==> config.mk <==
export PLATFORM = sky130hd
export DESIGN_NAME = tga_image_stream_decoder
export DESIGN_NICKNAME = d
export VERILOG_FILES = /design/src/hw/rtl/tgad_pkg.sv /design/src/hw/rtl/tgad_front.sv /design/src/hw/rtl/tgad_queue.sv /design/src/hw/rtl/tgad_back.sv /design/src/hw/rtl/tga_image_stream_decoder.sv
export VERILOG_INCLUDE_DIRS = /design/src /design/src/hw/rtl
export SDC_FILE = /design/constraint.sdc
export NUM_CORES = 1
export LEC_CHECK = 0
export ABC_AREA = 1
export BUFFER_PORTS_ARGS = -buffer_cell sky130_fd_sc_hd__buf_2
export CAP_MARGIN = 25
export CORE_UTILIZATION = 69
export CTS_BUF_LIST = sky130_fd_sc_hd__clkbuf_16
export DETAILED_ROUTE_END_ITERATION = 7
export GPL_TIMING_DRIVEN = 0
export PLACE_DENSITY_LB_ADDON = 0.3
export SLEW_MARGIN = 20
export SYNTH_ARGS = -nofsm -noshare
export SYNTH_HDL_FRONTEND = slang
export SYNTH_SLANG_ARGS = --single-unit
==> constraint.sdc <==
create_clock -name aclk -period 14.25 [get_ports aclk]
set_input_delay 2.85 -clock aclk [delete_from_list [all_inputs] [get_ports aclk]]
set_output_delay 2.85 -clock aclk [all_outputs]
set_load 0.02 [all_outputs]
==> src/hw/rtl/tga_image_stream_decoder_assert.svh <==
// assertion helpers shared by the decoder modules
`ifndef TGA_IMAGE_STREAM_DECODER_ASSERT_SVH
`define TGA_IMAGE_STREAM_DECODER_ASSERT_SVH
`ifndef SYNTHESIS
// property checked every clock edge outside reset
`define TGAD_ASSERT(lbl, clk, rstn, prop, msg) \
    lbl: assert property (@(posedge clk) disable iff (!rstn) (prop)) else $error(msg);
// consequence checked after the antecedent, as a non-overlapping implication
`define TGAD_ASSERT_NEXT(lbl, clk, rstn, ante, cons, msg) \
    lbl: assert property (@(posedge clk) disable iff (!rstn) (ante) |=> (cons)) else $error(msg);
`else
`define TGAD_ASSERT(lbl, clk, rstn, prop, msg)
`define TGAD_ASSERT_NEXT(lbl, clk, rstn, ante, cons, msg)
`endif
`endif

==> src/hw/rtl/tgad_pkg.sv <==
package tgad_pkg;

    // result status codes
    typedef enum logic [2:0] {
        ERR_NONE      = 3'd0,
        ERR_SIGNATURE = 3'd1,
        ERR_SIZE      = 3'd2,
        ERR_TRUNCATED = 3'd3,
        ERR_CLIPPED   = 3'd4
    } err_t;

    // one colour run or error record
    typedef struct packed {
        logic [7:0]  red;
        logic [7:0]  green;
        logic [7:0]  blue;
        logic [7:0]  alpha;
        logic [7:0]  repeat_count;
        logic [15:0] image_width;
        logic [15:0] image_height;
        logic        has_alpha;
        err_t        error_code;
        logic        last;
    } run_rec_t;

    // queue status seen by the front and the back
    typedef struct packed {
        logic full;
        logic empty;
    } q_status_t;

    localparam int QUEUE_DEPTH = 2;
    localparam int QUEUE_PTR_W = $clog2(QUEUE_DEPTH);
    localparam int QUEUE_CNT_W = $clog2(QUEUE_DEPTH + 1);

    // header layout
    localparam int HDR_SIG_LEN   = 12;
    localparam int HDR_FIELD_CNT = 5;
    localparam logic [4:0] POS_SIG_LAST = 5'd11;
    localparam logic [4:0] POS_WIDTH_LO = 5'd12;
    localparam logic [4:0] POS_DESCR    = 5'd17;

    localparam logic [2:0] FLD_WIDTH_LO  = 3'd0;
    localparam logic [2:0] FLD_WIDTH_HI  = 3'd1;
    localparam logic [2:0] FLD_HEIGHT_LO = 3'd2;
    localparam logic [2:0] FLD_HEIGHT_HI = 3'd3;
    localparam logic [2:0] FLD_DEPTH     = 3'd4;

    localparam logic [7:0] SIG_RAW [HDR_SIG_LEN] = '{
        8'd0, 8'd0, 8'd2, 8'd0, 8'd0, 8'd0, 8'd0, 8'd0, 8'd0, 8'd0, 8'd0, 8'd0
    };
    localparam logic [7:0] SIG_RLE [HDR_SIG_LEN] = '{
        8'd0, 8'd0, 8'd10, 8'd0, 8'd0, 8'd0, 8'd0, 8'd0, 8'd0, 8'd0, 8'd0, 8'd0
    };

    localparam logic [7:0] DEPTH_24     = 8'd24;
    localparam logic [7:0] DEPTH_32     = 8'd32;
    localparam logic [7:0] ALPHA_OPAQUE = 8'd255;

    // pixel byte counter value on the final byte of a pixel
    localparam logic [1:0] BIP_LAST_3 = 2'd2;
    localparam logic [1:0] BIP_LAST_4 = 2'd3;

endpackage

==> src/hw/rtl/tgad_front.sv <==
`include "tga_image_stream_decoder_assert.svh"

module tgad_front (
    input  logic                 aclk,
    input  logic                 aresetn,
    input  logic                 beat,
    input  logic [7:0]           data_byte,
    input  logic                 file_end,
    output logic                 push,
    output tgad_pkg::run_rec_t   rec
);

    typedef enum logic [2:0] {
        PH_HEADER,
        PH_RAWPIX,
        PH_PKTHDR,
        PH_PKTDATA,
        PH_DRAIN
    } phase_t;

    phase_t      phase_reg, phase_next;
    logic [4:0]  hdr_pos_reg, hdr_pos_next;
    logic        raw_match_reg, raw_match_next;
    logic        rle_match_reg, rle_match_next;
    logic        run_coded_reg, run_coded_next;
    logic        four_byte_reg, four_byte_next;
    logic [31:0] pix_rem_reg, pix_rem_next;
    logic [7:0]  pkt_rem_reg, pkt_rem_next;
    logic        pkt_is_run_reg, pkt_is_run_next;
    logic [1:0]  bip_reg, bip_next;

    logic [7:0]  hdr_fields_reg [tgad_pkg::HDR_FIELD_CNT];
    logic [7:0]  hdr_fields_next [tgad_pkg::HDR_FIELD_CNT];
    logic [7:0]  held_reg [3];
    logic [7:0]  held_next [3];

    logic [15:0] hdr_w, hdr_h;
    logic [7:0]  hdr_depth;
    logic [4:0]  pos, fld_off;
    logic        raw_m, rle_m;
    logic        pix_done;
    logic [31:0] pix_dec, pix_new;
    logic [7:0]  pkt_new, rep;
    logic        clip, is_last;
    logic        restart, to_drain, fail_trunc;

    assign hdr_w     = {hdr_fields_reg[tgad_pkg::FLD_WIDTH_HI],
                        hdr_fields_reg[tgad_pkg::FLD_WIDTH_LO]};
    assign hdr_h     = {hdr_fields_reg[tgad_pkg::FLD_HEIGHT_HI],
                        hdr_fields_reg[tgad_pkg::FLD_HEIGHT_LO]};
    assign hdr_depth = hdr_fields_reg[tgad_pkg::FLD_DEPTH];

    always_comb begin
        phase_next      = phase_reg;
        hdr_pos_next    = hdr_pos_reg;
        raw_match_next  = raw_match_reg;
        rle_match_next  = rle_match_reg;
        run_coded_next  = run_coded_reg;
        four_byte_next  = four_byte_reg;
        pix_rem_next    = pix_rem_reg;
        pkt_rem_next    = pkt_rem_reg;
        pkt_is_run_next = pkt_is_run_reg;
        bip_next        = bip_reg;
        hdr_fields_next = hdr_fields_reg;
        held_next       = held_reg;

        push       = 1'b0;
        restart    = 1'b0;
        to_drain   = 1'b0;
        fail_trunc = 1'b0;

        rec              = '0;
        rec.error_code   = tgad_pkg::ERR_NONE;
        rec.image_width  = hdr_w;
        rec.image_height = hdr_h;
        rec.has_alpha    = four_byte_reg;

        pos     = (hdr_pos_reg > tgad_pkg::POS_DESCR) ? tgad_pkg::POS_DESCR : hdr_pos_reg;
        fld_off = pos - tgad_pkg::POS_WIDTH_LO;
        raw_m   = raw_match_reg;
        rle_m   = rle_match_reg;

        // pixel assembly, shared by raw and packet data
        pix_done = (bip_reg == (four_byte_reg ? tgad_pkg::BIP_LAST_4 : tgad_pkg::BIP_LAST_3));
        pix_dec  = (pix_rem_reg != 32'd0) ? pix_rem_reg - 32'd1 : pix_rem_reg;
        pix_new  = pix_dec;
        pkt_new  = pkt_rem_reg;
        rep      = 8'd1;
        clip     = 1'b0;
        is_last  = 1'b0;

        if (beat) begin
            unique case (phase_reg)
                PH_HEADER: begin
                    if (pos < tgad_pkg::POS_WIDTH_LO) begin
                        raw_m = raw_match_reg && (data_byte == tgad_pkg::SIG_RAW[pos[3:0]]);
                        rle_m = rle_match_reg && (data_byte == tgad_pkg::SIG_RLE[pos[3:0]]);
                        raw_match_next = raw_m;
                        rle_match_next = rle_m;
                    end else if (pos < tgad_pkg::POS_DESCR) begin
                        hdr_fields_next[fld_off[2:0]] = data_byte;
                    end

                    priority if (pos == tgad_pkg::POS_SIG_LAST && !raw_m && !rle_m) begin
                        push             = 1'b1;
                        rec.error_code   = tgad_pkg::ERR_SIGNATURE;
                        rec.last         = 1'b1;
                        rec.image_width  = '0;
                        rec.image_height = '0;
                        rec.has_alpha    = 1'b0;
                        restart          = file_end;
                        to_drain         = !file_end;
                    end else if (pos == tgad_pkg::POS_DESCR) begin
                        if (hdr_w == 16'd0 || hdr_h == 16'd0 ||
                            (hdr_depth != tgad_pkg::DEPTH_24 &&
                             hdr_depth != tgad_pkg::DEPTH_32)) begin
                            four_byte_next = 1'b0;
                            push           = 1'b1;
                            rec.error_code = tgad_pkg::ERR_SIZE;
                            rec.last       = 1'b1;
                            rec.has_alpha  = 1'b0;
                            restart        = file_end;
                            to_drain       = !file_end;
                        end else begin
                            four_byte_next = (hdr_depth == tgad_pkg::DEPTH_32);
                            pix_rem_next   = {16'd0, hdr_w} * {16'd0, hdr_h};
                            bip_next       = 2'd0;
                            pkt_rem_next   = 8'd0;
                            phase_next     = run_coded_reg ? PH_PKTHDR : PH_RAWPIX;
                            if (file_end) begin
                                push           = 1'b1;
                                rec.error_code = tgad_pkg::ERR_TRUNCATED;
                                rec.last       = 1'b1;
                                rec.has_alpha  = (hdr_depth == tgad_pkg::DEPTH_32);
                                restart        = 1'b1;
                            end
                        end
                    end else begin
                        if (pos == tgad_pkg::POS_SIG_LAST) begin
                            run_coded_next = !raw_m;
                        end
                        hdr_pos_next = pos + 5'd1;
                        if (file_end) begin
                            push             = 1'b1;
                            rec.error_code   = tgad_pkg::ERR_TRUNCATED;
                            rec.last         = 1'b1;
                            rec.image_width  = '0;
                            rec.image_height = '0;
                            rec.has_alpha    = 1'b0;
                            restart          = 1'b1;
                        end
                    end
                end

                PH_RAWPIX, PH_PKTDATA: begin
                    if (!pix_done) begin
                        held_next[bip_reg] = data_byte;
                        bip_next           = bip_reg + 2'd1;
                        fail_trunc         = file_end;
                    end else begin
                        bip_next = 2'd0;
                        if (phase_reg == PH_PKTDATA && pkt_is_run_reg) begin
                            clip    = ({24'd0, pkt_rem_reg} > pix_rem_reg);
                            rep     = clip ? pix_rem_reg[7:0] : pkt_rem_reg;
                            pix_new = pix_rem_reg - {24'd0, rep};
                            pkt_new = 8'd0;
                        end else if (phase_reg == PH_PKTDATA) begin
                            pkt_new = (pkt_rem_reg != 8'd0) ? pkt_rem_reg - 8'd1 : pkt_rem_reg;
                            clip    = (pix_dec == 32'd0) && (pkt_new != 8'd0);
                        end
                        pix_rem_next = pix_new;
                        pkt_rem_next = pkt_new;
                        is_last      = (pix_new == 32'd0);
                        if (file_end && !is_last) begin
                            fail_trunc = 1'b1;
                        end else begin
                            push             = 1'b1;
                            rec.red          = four_byte_reg ? held_reg[2] : data_byte;
                            rec.green        = held_reg[1];
                            rec.blue         = held_reg[0];
                            rec.alpha        = four_byte_reg ? data_byte : tgad_pkg::ALPHA_OPAQUE;
                            rec.repeat_count = rep;
                            rec.error_code   = clip ? tgad_pkg::ERR_CLIPPED
                                                    : tgad_pkg::ERR_NONE;
                            rec.last         = is_last;
                            if (is_last) begin
                                restart  = file_end;
                                to_drain = !file_end;
                            end else if (pkt_new == 8'd0 && phase_reg == PH_PKTDATA) begin
                                phase_next = PH_PKTHDR;
                            end
                        end
                    end
                end

                PH_PKTHDR: begin
                    // run packets and raw packets both count low seven bits plus one
                    pkt_is_run_next = data_byte[7];
                    pkt_rem_next    = {1'b0, data_byte[6:0]} + 8'd1;
                    bip_next        = 2'd0;
                    phase_next      = PH_PKTDATA;
                    fail_trunc      = file_end;
                end

                PH_DRAIN: begin
                    restart = file_end;
                end

                default: begin
                    restart  = file_end;
                    to_drain = !file_end;
                end
            endcase

            if (fail_trunc) begin
                push           = 1'b1;
                rec            = '0;
                rec.error_code = tgad_pkg::ERR_TRUNCATED;
                rec.image_width  = hdr_w;
                rec.image_height = hdr_h;
                rec.has_alpha  = four_byte_reg;
                rec.last       = 1'b1;
                restart        = 1'b1;
            end

            if (restart) begin
                phase_next     = PH_HEADER;
                hdr_pos_next   = 5'd0;
                raw_match_next = 1'b1;
                rle_match_next = 1'b1;
            end else if (to_drain) begin
                phase_next = PH_DRAIN;
            end
        end
    end

    always_ff @(posedge aclk) begin
        if (!aresetn) begin
            phase_reg      <= PH_HEADER;
            hdr_pos_reg    <= 5'd0;
            raw_match_reg  <= 1'b1;
            rle_match_reg  <= 1'b1;
            run_coded_reg  <= 1'b0;
            four_byte_reg  <= 1'b0;
            pix_rem_reg    <= 32'd0;
            pkt_rem_reg    <= 8'd0;
            pkt_is_run_reg <= 1'b0;
            bip_reg        <= 2'd0;
        end else begin
            phase_reg      <= phase_next;
            hdr_pos_reg    <= hdr_pos_next;
            raw_match_reg  <= raw_match_next;
            rle_match_reg  <= rle_match_next;
            run_coded_reg  <= run_coded_next;
            four_byte_reg  <= four_byte_next;
            pix_rem_reg    <= pix_rem_next;
            pkt_rem_reg    <= pkt_rem_next;
            pkt_is_run_reg <= pkt_is_run_next;
            bip_reg        <= bip_next;
        end
    end

    // header bytes and partial pixel, always written before use
    always_ff @(posedge aclk) begin
        hdr_fields_reg <= hdr_fields_next;
        held_reg       <= held_next;
    end

    `TGAD_ASSERT(a_err_is_last, aclk, aresetn, !push || rec.error_code == tgad_pkg::ERR_NONE || rec.last, "error record without last")
    `TGAD_ASSERT(a_pkt_nonzero, aclk, aresetn, phase_reg != PH_PKTDATA || pkt_rem_reg != 8'd0, "packet data with empty packet")
    `TGAD_ASSERT_NEXT(a_last_drains, aclk, aresetn, push && rec.last && !file_end, phase_reg == PH_DRAIN, "final record did not drain")

endmodule

==> src/hw/rtl/tgad_queue.sv <==
`include "tga_image_stream_decoder_assert.svh"

module tgad_queue (
    input  logic                aclk,
    input  logic                aresetn,
    input  logic                push,
    input  tgad_pkg::run_rec_t  push_rec,
    input  logic                pop,
    output tgad_pkg::run_rec_t  head_rec,
    output tgad_pkg::q_status_t status
);

    tgad_pkg::run_rec_t              slot_reg [tgad_pkg::QUEUE_DEPTH];
    logic [tgad_pkg::QUEUE_PTR_W-1:0] wr_ptr_reg, wr_ptr_next;
    logic [tgad_pkg::QUEUE_PTR_W-1:0] rd_ptr_reg, rd_ptr_next;
    logic [tgad_pkg::QUEUE_CNT_W-1:0] count_reg, count_next;

    assign status.full  = (count_reg == tgad_pkg::QUEUE_CNT_W'(tgad_pkg::QUEUE_DEPTH));
    assign status.empty = (count_reg == '0);
    assign head_rec     = slot_reg[rd_ptr_reg];

    always_comb begin
        wr_ptr_next = push ? wr_ptr_reg + 1'b1 : wr_ptr_reg;
        rd_ptr_next = pop ? rd_ptr_reg + 1'b1 : rd_ptr_reg;
        unique case ({push, pop})
            2'b10:   count_next = count_reg + 1'b1;
            2'b01:   count_next = count_reg - 1'b1;
            default: count_next = count_reg;
        endcase
    end

    always_ff @(posedge aclk) begin
        if (!aresetn) begin
            wr_ptr_reg <= '0;
            rd_ptr_reg <= '0;
            count_reg  <= '0;
        end else begin
            wr_ptr_reg <= wr_ptr_next;
            rd_ptr_reg <= rd_ptr_next;
            count_reg  <= count_next;
        end
    end

    always_ff @(posedge aclk) begin
        if (push) begin
            slot_reg[wr_ptr_reg] <= push_rec;
        end
    end

    `TGAD_ASSERT(a_no_overflow, aclk, aresetn, !(push && status.full), "push into full queue")
    `TGAD_ASSERT(a_no_underflow, aclk, aresetn, !(pop && status.empty), "pop from empty queue")

endmodule

==> src/hw/rtl/tgad_back.sv <==
module tgad_back (
    input  logic                aclk,
    input  logic                aresetn,
    input  tgad_pkg::q_status_t q_status,
    input  tgad_pkg::run_rec_t  head_rec,
    output logic                pop,
    input  logic                m_ready,
    output logic                m_valid,
    output tgad_pkg::run_rec_t  out_rec
);

    logic               out_valid_reg, out_valid_next;
    tgad_pkg::run_rec_t out_rec_reg;

    // load when the output slot is free or being taken this cycle
    assign pop            = !q_status.empty && (!out_valid_reg || m_ready);
    assign out_valid_next = pop || (out_valid_reg && !m_ready);

    always_ff @(posedge aclk) begin
        if (!aresetn) begin
            out_valid_reg <= 1'b0;
        end else begin
            out_valid_reg <= out_valid_next;
        end
    end

    always_ff @(posedge aclk) begin
        if (pop) begin
            out_rec_reg <= head_rec;
        end
    end

    assign m_valid = out_valid_reg;
    assign out_rec = out_rec_reg;

endmodule

==> src/hw/rtl/tga_image_stream_decoder.sv <==
// tga image stream decoder
// input channel: one file byte per beat on s_data_byte, s_file_end high on the
//   final byte of the file; s_ready stays high unless the result queue is full
// result channel: one colour run per beat in rgba order with its repeat count,
//   the header size and depth flag, a status code and m_last on the final run
//   or on any error record
// header bytes and packet headers produce no beat unless they end the file early
//   or fail a header check; a completed pixel or run produces exactly one
// path: the front writes a result into the queue on the byte that completes it,
//   then the back moves it into the output register
// throughput: one byte per cycle while s_ready is high; every byte updates only small
//   counters, and the width by height product is one 16x16 multiply taken on
//   the descriptor byte
// reset: synchronous active-low aresetn empties the queue and the output
//   register and puts the front back to expecting a header
// stall: while m_ready is low the output register holds; the two-entry queue
//   keeps taking bytes until it fills, then s_ready drops
module tga_image_stream_decoder (
    input  logic        aclk,
    input  logic        aresetn,

    input  logic        s_valid,
    output logic        s_ready,
    input  logic [7:0]  s_data_byte,
    input  logic        s_file_end,

    output logic        m_valid,
    input  logic        m_ready,
    output logic [7:0]  m_red,
    output logic [7:0]  m_green,
    output logic [7:0]  m_blue,
    output logic [7:0]  m_alpha,
    output logic [7:0]  m_repeat_count,
    output logic [15:0] m_image_width,
    output logic [15:0] m_image_height,
    output logic        m_has_alpha,
    output logic [2:0]  m_error_code,
    output logic        m_last
);

    logic                beat;
    logic                push;
    logic                pop;
    tgad_pkg::run_rec_t  front_rec;
    tgad_pkg::run_rec_t  head_rec;
    tgad_pkg::run_rec_t  out_rec;
    tgad_pkg::q_status_t q_status;

    // take a byte whenever the queue has room for its possible result
    assign s_ready = !q_status.full;
    assign beat    = s_valid && s_ready;

    // front: header parse, pixel assembly, run bookkeeping
    tgad_front u_front (
        .aclk      (aclk),
        .aresetn   (aresetn),
        .beat      (beat),
        .data_byte (s_data_byte),
        .file_end  (s_file_end),
        .push      (push),
        .rec       (front_rec)
    );

    // short queue decoupling decode from the result channel
    tgad_queue u_queue (
        .aclk     (aclk),
        .aresetn  (aresetn),
        .push     (push),
        .push_rec (front_rec),
        .pop      (pop),
        .head_rec (head_rec),
        .status   (q_status)
    );

    // back: registered result stage
    tgad_back u_back (
        .aclk     (aclk),
        .aresetn  (aresetn),
        .q_status (q_status),
        .head_rec (head_rec),
        .pop      (pop),
        .m_ready  (m_ready),
        .m_valid  (m_valid),
        .out_rec  (out_rec)
    );

    assign m_red          = out_rec.red;
    assign m_green        = out_rec.green;
    assign m_blue         = out_rec.blue;
    assign m_alpha        = out_rec.alpha;
    assign m_repeat_count = out_rec.repeat_count;
    assign m_image_width  = out_rec.image_width;
    assign m_image_height = out_rec.image_height;
    assign m_has_alpha    = out_rec.has_alpha;
    assign m_error_code   = out_rec.error_code;
    assign m_last         = out_rec.last;

endmodule
==> results of run 1 <==
layout by cell type, fill, tap and decap left out, types with 95 or more instances in the layout:
cell | Yosys | routed
a21oi_1 | 107 | 106
buf_2 | 6 | 97
clkbuf_1 | 95 | 95
edfxtp_1 | 295 | 295
fa_1 | 195 | 195
ha_1 | 131 | 131
inv_1 | 511 | 518
nand2_1 | 880 | 880
nand3_1 | 151 | 151
nor2_1 | 258 | 257
o21ai_0 | 106 | 106
how the worst max path moves through the flow:
stage	startpoint	endpoint	slack (ns)	cells past startpoint
6_report	u_front.hdr_fields_reg[25]	u_front.pix_rem_reg[27]	6.88	26
3_3_place_gp	u_front.pix_rem_reg[7]	u_queue.slot_reg[1][29]	3.41	27
4_1_cts	u_front.hdr_fields_reg[25]	u_front.pix_rem_reg[27]	7.02	26
3_5_place_dp	u_front.hdr_fields_reg[25]	u_front.pix_rem_reg[27]	7.10	26
5_1_grt	u_front.hdr_fields_reg[25]	u_front.pix_rem_reg[27]	6.47	26
2_1_floorplan	s_data_byte[5]	u_queue.slot_reg[1][0]	6.17	14
worst max-delay path: stages (launching register included):
cell and delay (ns):
edfxtp_1 0.35, clkbuf_1 0.63, clkbuf_1 0.58, nand2_1 0.20
fa_1 0.60, inv_1 0.07, fa_1 0.46, fa_1 0.49
fa_1 0.51, inv_1 0.06, fa_1 0.53, inv_1 0.06
fa_1 0.47, ha_1 0.38, nand2_1 0.11, nor2_1 0.14
nand3_1 0.09, nand3_1 0.16, a21oi_1 0.12, o21ai_0 0.34
a21oi_1 0.19, o21ai_0 0.23, xor2_1 0.22, nor2_1 0.06
o22ai_1 0.13, nand2_1 0.07, inv_1 0.05
through the flow:
stage / worst slack (ns) / instance area, um^2
CTS: 7.021 / 28260
floorplan: 6.166 / 25820
detailed placement: 7.103 / 27070
global placement: 3.409 / 26860
finish: 6.875 / 28270
global route: 6.474 / 28260
layout make-up:
| class | instances | share of cell area |
|---|---|---|
| antenna | 1 | 0.00008853 |
| buffer | 124 | 0.01766 |
| clock buffer | 36 | 0.03187 |
| clock inverter | 28 | 0.01023 |
| inverter | 529 | 0.07034 |
| multi-input combinational | 2052 | 0.4704 |
| sequential | 355 | 0.3559 |
| tap | 468 | 0.02072 |
| timing repair buffer | 99 | 0.02284 |
metal layers:
layer | vias to the layer above | routed length [um]
met5 | - | 0
met4 | 0 | 3918
met3 | 322 | 8231
met2 | 1489 | 34930
met1 | 10340 | 27030
li1 | 9948 | -
power breakdown:
part | internal [uW] | total (uW) | switching [uW] | leakage [uW]
clock network | 556 | 965 | 409 | 0.000597
logic | 680 | 2440 | 1760 | 0.00985
registers | 1400 | 1510 | 112 | 0.00323
cells by family after synthesis:
logic type / count (synthesis) / share of synthesized area
compound gates: 297 / 0.06595
xor+xnor: 43 / 0.01459
fa+ha+maj: 326 / 0.2147
buf+inv: 653 / 0.09623
flops: 355 / 0.3896
simple gates: 1386 / 0.2190
==> results.cfg, run 1 <==
[sta]
rsz0062_at_grt = no
finClkSkew_ns = 0.02585
fmax_mhz = 135.6
drv_slew = 0
holdWs_ns = 0.4828
fin_crit_ns = 7.375
tightestPinTransition_ns = 0.8752
setup_viol = 0
max-slew-margin-rel = 0.4165
hold_viol = 0
finalSetupTns_ns = 0
finalCritPeriodShare = 0.5175

[synthesis]
synth_top_cell_by_area = edfxtp_1
syn_nets = 3399
synth_edf_count = 295
synth_common_cells = nand2_1 (880), inv_1 (511), edfxtp_1 (295)
synthArstFlopShare = 0
netlist_area_mm2 = 0.02582
synth_flop_cell = edfxtp_1
synth.most_common_cell = nand2_1
yosysWarnings = 0
yosysUniqueCellTypes = 52
netlist_top_cells_area = edfxtp_1 (34%), fa_1 (15%), nand2_1 (13%), inv_1 (7.4%), ha_1 (6.3%)
synth_seq_area_share = 0.3896
synth_top_cell_area_share = 0.3431
yosys_register_bits = 355
synth_cells = 3060
syn_area_per_cell_um2 = 8.438

[grt]
gr-total-overflow = 0
grt_pass1_wl_um = 116800
grt_busiest_layer = met2
grt_use_met1 = 0.5032
grt_max_degree = 48
gr-usage-met2 = 0.6623
grt_usage = 0.4004
grt_pass1_vias = 22170
antenna_found_initial = 2
grt_use_met3 = 0.08187

[place]
portBuffers = 91
place_inst = 3627
hpwl_um = 54510
globalplace.congestion = 0.9900

[hold_path]
hp-start = u_front.run_coded_reg
worstHoldPathType = flip-flop to flip-flop
hold_end = u_front.run_coded_reg
hold_path_depth = 2

[cells_and_area]
drive_gt1_frac = 0.06919
n_fill_cell = 2362
syn_to_final_growth_pct = 9.469
finalNonFillerCells = 3692
largest_register_ffs = 154
utilization = 0.7702
ff_latch_area_mm2 = 0.01006
multi_input_area_mm2 = 0.01330
nets = 3536

[clocking]
cts_root_buf = clkbuf_16
cts-hold-fix-buffers = 0
cts_max_level = 2
clkLatencyLatePin_ns = 0.56
cts_sinks = 355
clockBufferDepth = 3
tritoncts.num_buffers = 36
cts.clk_slew.worst_paths_ns = 0.07
cts_resized = 0
cts_setup_buffers = 0
cts_tree = yes

[power_and_ir_drop]
ir_worst_vdd_v = 0.0001602
p_leak_uw = 0.01368
power-per-cell-area_mw_per_mm2 = 174.2
power.total_uw = 4924

[setup_path]
start_kind = flip-flop
r2r_slack_ns = 6.88
cp.required_ns = 14.75
crit_type = flip-flop to flip-flop
rr_worst_depth = 26
rr_startpoint = u_front.hdr_fields_reg[25]
arrival_ns = 7.87
cp_max_fo = 10
r2r-end = u_front.pix_rem_reg[27]
end_kind = flip-flop

[die]
die_area_mm2 = 0.03820
die_h_um = 195.4
rows = 70
core_area_mm2 = 0.03670
start_util = 0.7036
io_pins = 92
die_w_um = 195.4

[flow_run]
drv_cap = 0

[drt]
first_pass_iters = 8
vias_per_cell = 5.986
drt_iter0_drc = 2616
drt-total-wl_um = 74110
ant_nets = 0
drc = 3
dr_total_vias = 22100
wl_per_cell_um = 20.07

[run_status]
status = complete, but fails checks
violations = DRC
No activity file was read; power rests on OpenSTA's default activity.
==> run 2, diff against run 1 <==
CORE_UTILIZATION = 58   (was 69)
clock period = 6.05 ns   (was 14.25 ns; I/O delays follow)
==> run 2 against run 1 <==
- the run now ends clean
- first-iteration DRC count fell by 14%
- cell area rose by 5.3%
- die area increased by 19%
- final cell count is 5.1% higher
- clock skew is 0.010 ns higher
- worst hold slack better by 0.0052 ns
- maximum frequency is 24% higher
- total power rose by 140%
- largest cell class unchanged
- largest power group unchanged
- highest routed layer unchanged
==> results.cfg, run 2 (synthesis results as in run 1) <==
[clocking]
clockBufferDepth = 3
cts_max_level = 2
clkLatencyLatePin_ns = 0.56
cts_root_buf = clkbuf_16
tritoncts.num_buffers = 37
cts_tree = yes
cts.clk_slew.worst_paths_ns = 0.06
cts_sinks = 355

[die]
die_w_um = 213.0
rows = 76
die_area_mm2 = 0.04537
die_h_um = 213.0
start_util = 0.5942
io_pins = 92
core_area_mm2 = 0.04346

[sta]
setup_viol = 0
fin_ws_ns = 0.1017
hold_viol = 0
finalCritPeriodShare = 0.9832
fin_crit_ns = 5.948
tightestPinTransition_ns = 0.9205
max-slew-margin-rel = 0.3841
fmax_mhz = 168.1
finalSetupTns_ns = 0
drv_slew = 0
finClkSkew_ns = 0.03611
rsz0062_at_grt = yes

[setup_path]
r2r-end = u_front.pix_rem_reg[27]
crit_type = flip-flop to flip-flop
arrival_ns = 6.39
cp.required_ns = 6.49
end_kind = flip-flop
r2r_slack_ns = 0.10
cp-startpoint = u_front.hdr_fields_reg[22]
rr_worst_depth = 26
cp_max_fo = 6
rr_startpoint = u_front.hdr_fields_reg[22]
start_kind = flip-flop

[drt]
wl_per_cell_um = 19.55
first_pass_iters = 6
vias_per_cell = 5.588
dr_total_vias = 21690
ant_nets = 0
drt_iter0_drc = 2246
drc = 0
drt-total-wl_um = 75900

[place]
pre_cts_slack_ns = -1.129
portBuffers = 91
hpwl_um = 54730
globalplace.congestion = 0.9444

[grt]
antenna_found_initial = 1
grt_max_degree = 50
grt_pass1_vias = 21330
grt_usage = 0.3411
gr-total-overflow = 0
grt_pass1_wl_um = 116300

[cells_and_area]
final_common_cell = nand2_1
syn_to_final_growth_pct = 15.27
drive_gt1_frac = 0.1371
nets = 3607
utilization = 0.6849
final_cell_mix = nand2_1 (862), inv_1 (511), edfxtp_1 (295)
n_fill_cell = 3401
multi_input_area_mm2 = 0.01376
largest_register_ffs = 154
ff_latch_area_mm2 = 0.01007

[power_and_ir_drop]
power-per-cell-area_mw_per_mm2 = 392.3
p_leak_uw = 0.01435
ir_worst_vdd_v = 0.0003665
power.total_uw = 11680

[hold_path]
hp-start = u_front.run_coded_reg
worstHoldPathType = flip-flop to flip-flop
hold_path_depth = 2
hold_end = u_front.run_coded_reg

[run_status]
status = finished clean

[flow_run]
drv_cap = 0
[run 2: cell count changes in the layout (fill, tap and decap cells not counted), moves of 15 or more]
cell	before	now
a21oi_1	106	87
buf_1	19	4
buf_4	1	96
buf_6	3	24
clkbuf_1	95	47
nand2_1	880	862
nand2_2	5	20
[run 2: through the flow]
stage               hold WS [ns]  instance area, um^2  instances
finish                    0.4880                29760       3882
global route              0.5036                29760       3882
CTS                       0.4853                28900       3834
detailed placement        0.4715                27210       3743
global placement          0.4513                27030       3736
floorplan                 0.4396                25840       3060
[run 2: repair_timing]
action                     4_1_cts  5_1_grt
cloned                           0        1
setup buffers                   57       53
hold buffers                     0        0
resized for setup               76      160
setup endpoints to repair      175      174
pin swaps                        4       63
[run 2: layout make-up]
cell class | count | share of cell area
tap | 585 | 0.02459
multi-input combinational | 2052 | 0.4624
clock inverter | 30 | 0.006852
antenna | 1 | 0.00008408
clock buffer | 37 | 0.03111
sequential | 355 | 0.3383
timing repair buffer | 206 | 0.05116
inverter | 529 | 0.06680
buffer | 87 | 0.01866
[run 2: critical path, cell delays in order (launching register included)]
cell and delay [ns]:
edfxtp_1 0.52, buf_6 0.18, buf_4 0.14, nand2_2 0.06, fa_1 0.53, inv_1 0.06, fa_1 0.54, inv_1 0.05
fa_1 0.45, fa_1 0.55, inv_2 0.05, fa_1 0.47, fa_1 0.55, ha_4 0.24, a21oi_2 0.16, inv_2 0.07
a31oi_4 0.17, inv_2 0.06, a21oi_4 0.14, o21ai_2 0.10, a21oi_2 0.17, o21ai_1 0.10, xor2_1 0.17, nor2_1 0.09
o22ai_1 0.08, nand2_1 0.09, inv_1 0.04
[run 2: how the worst max path moves through the flow]
stage	endpoint	slack [ns]	depth (start not counted)
finish	u_front.pix_rem_reg[27]	0.10	26
detailed placement	u_front.pix_rem_reg[27]	-1.13	28
global route	u_front.pix_rem_reg[27]	-0.07	23
global placement	u_queue.slot_reg[1][29]	-1.50	25
CTS	u_front.pix_rem_reg[27]	-0.05	25
floorplan	u_front.pix_rem_reg[27]	0.01	28
[run 2: where the power goes]
| part | internal (uW) | switching, uW | leakage (uW) | total, uW |
|---|---|---|---|---|
| logic | 1710 | 4260 | 0.0105 | 5970 |
| clock network | 1170 | 975 | 0.000594 | 2150 |
| registers | 3300 | 255 | 0.00323 | 3560 |
[run 2: metal layers]
| metal | wire length (um) | track usage | share of wire |
|---|---|---|---|
| met5 | 0 | 0 | 0 |
| met4 | 3000 | 0.1325 | 0.040 |
| met3 | 6919 | 0.07839 | 0.091 |
| met2 | 35400 | 0.5500 | 0.47 |
| met1 | 30580 | 0.4470 | 0.40 |
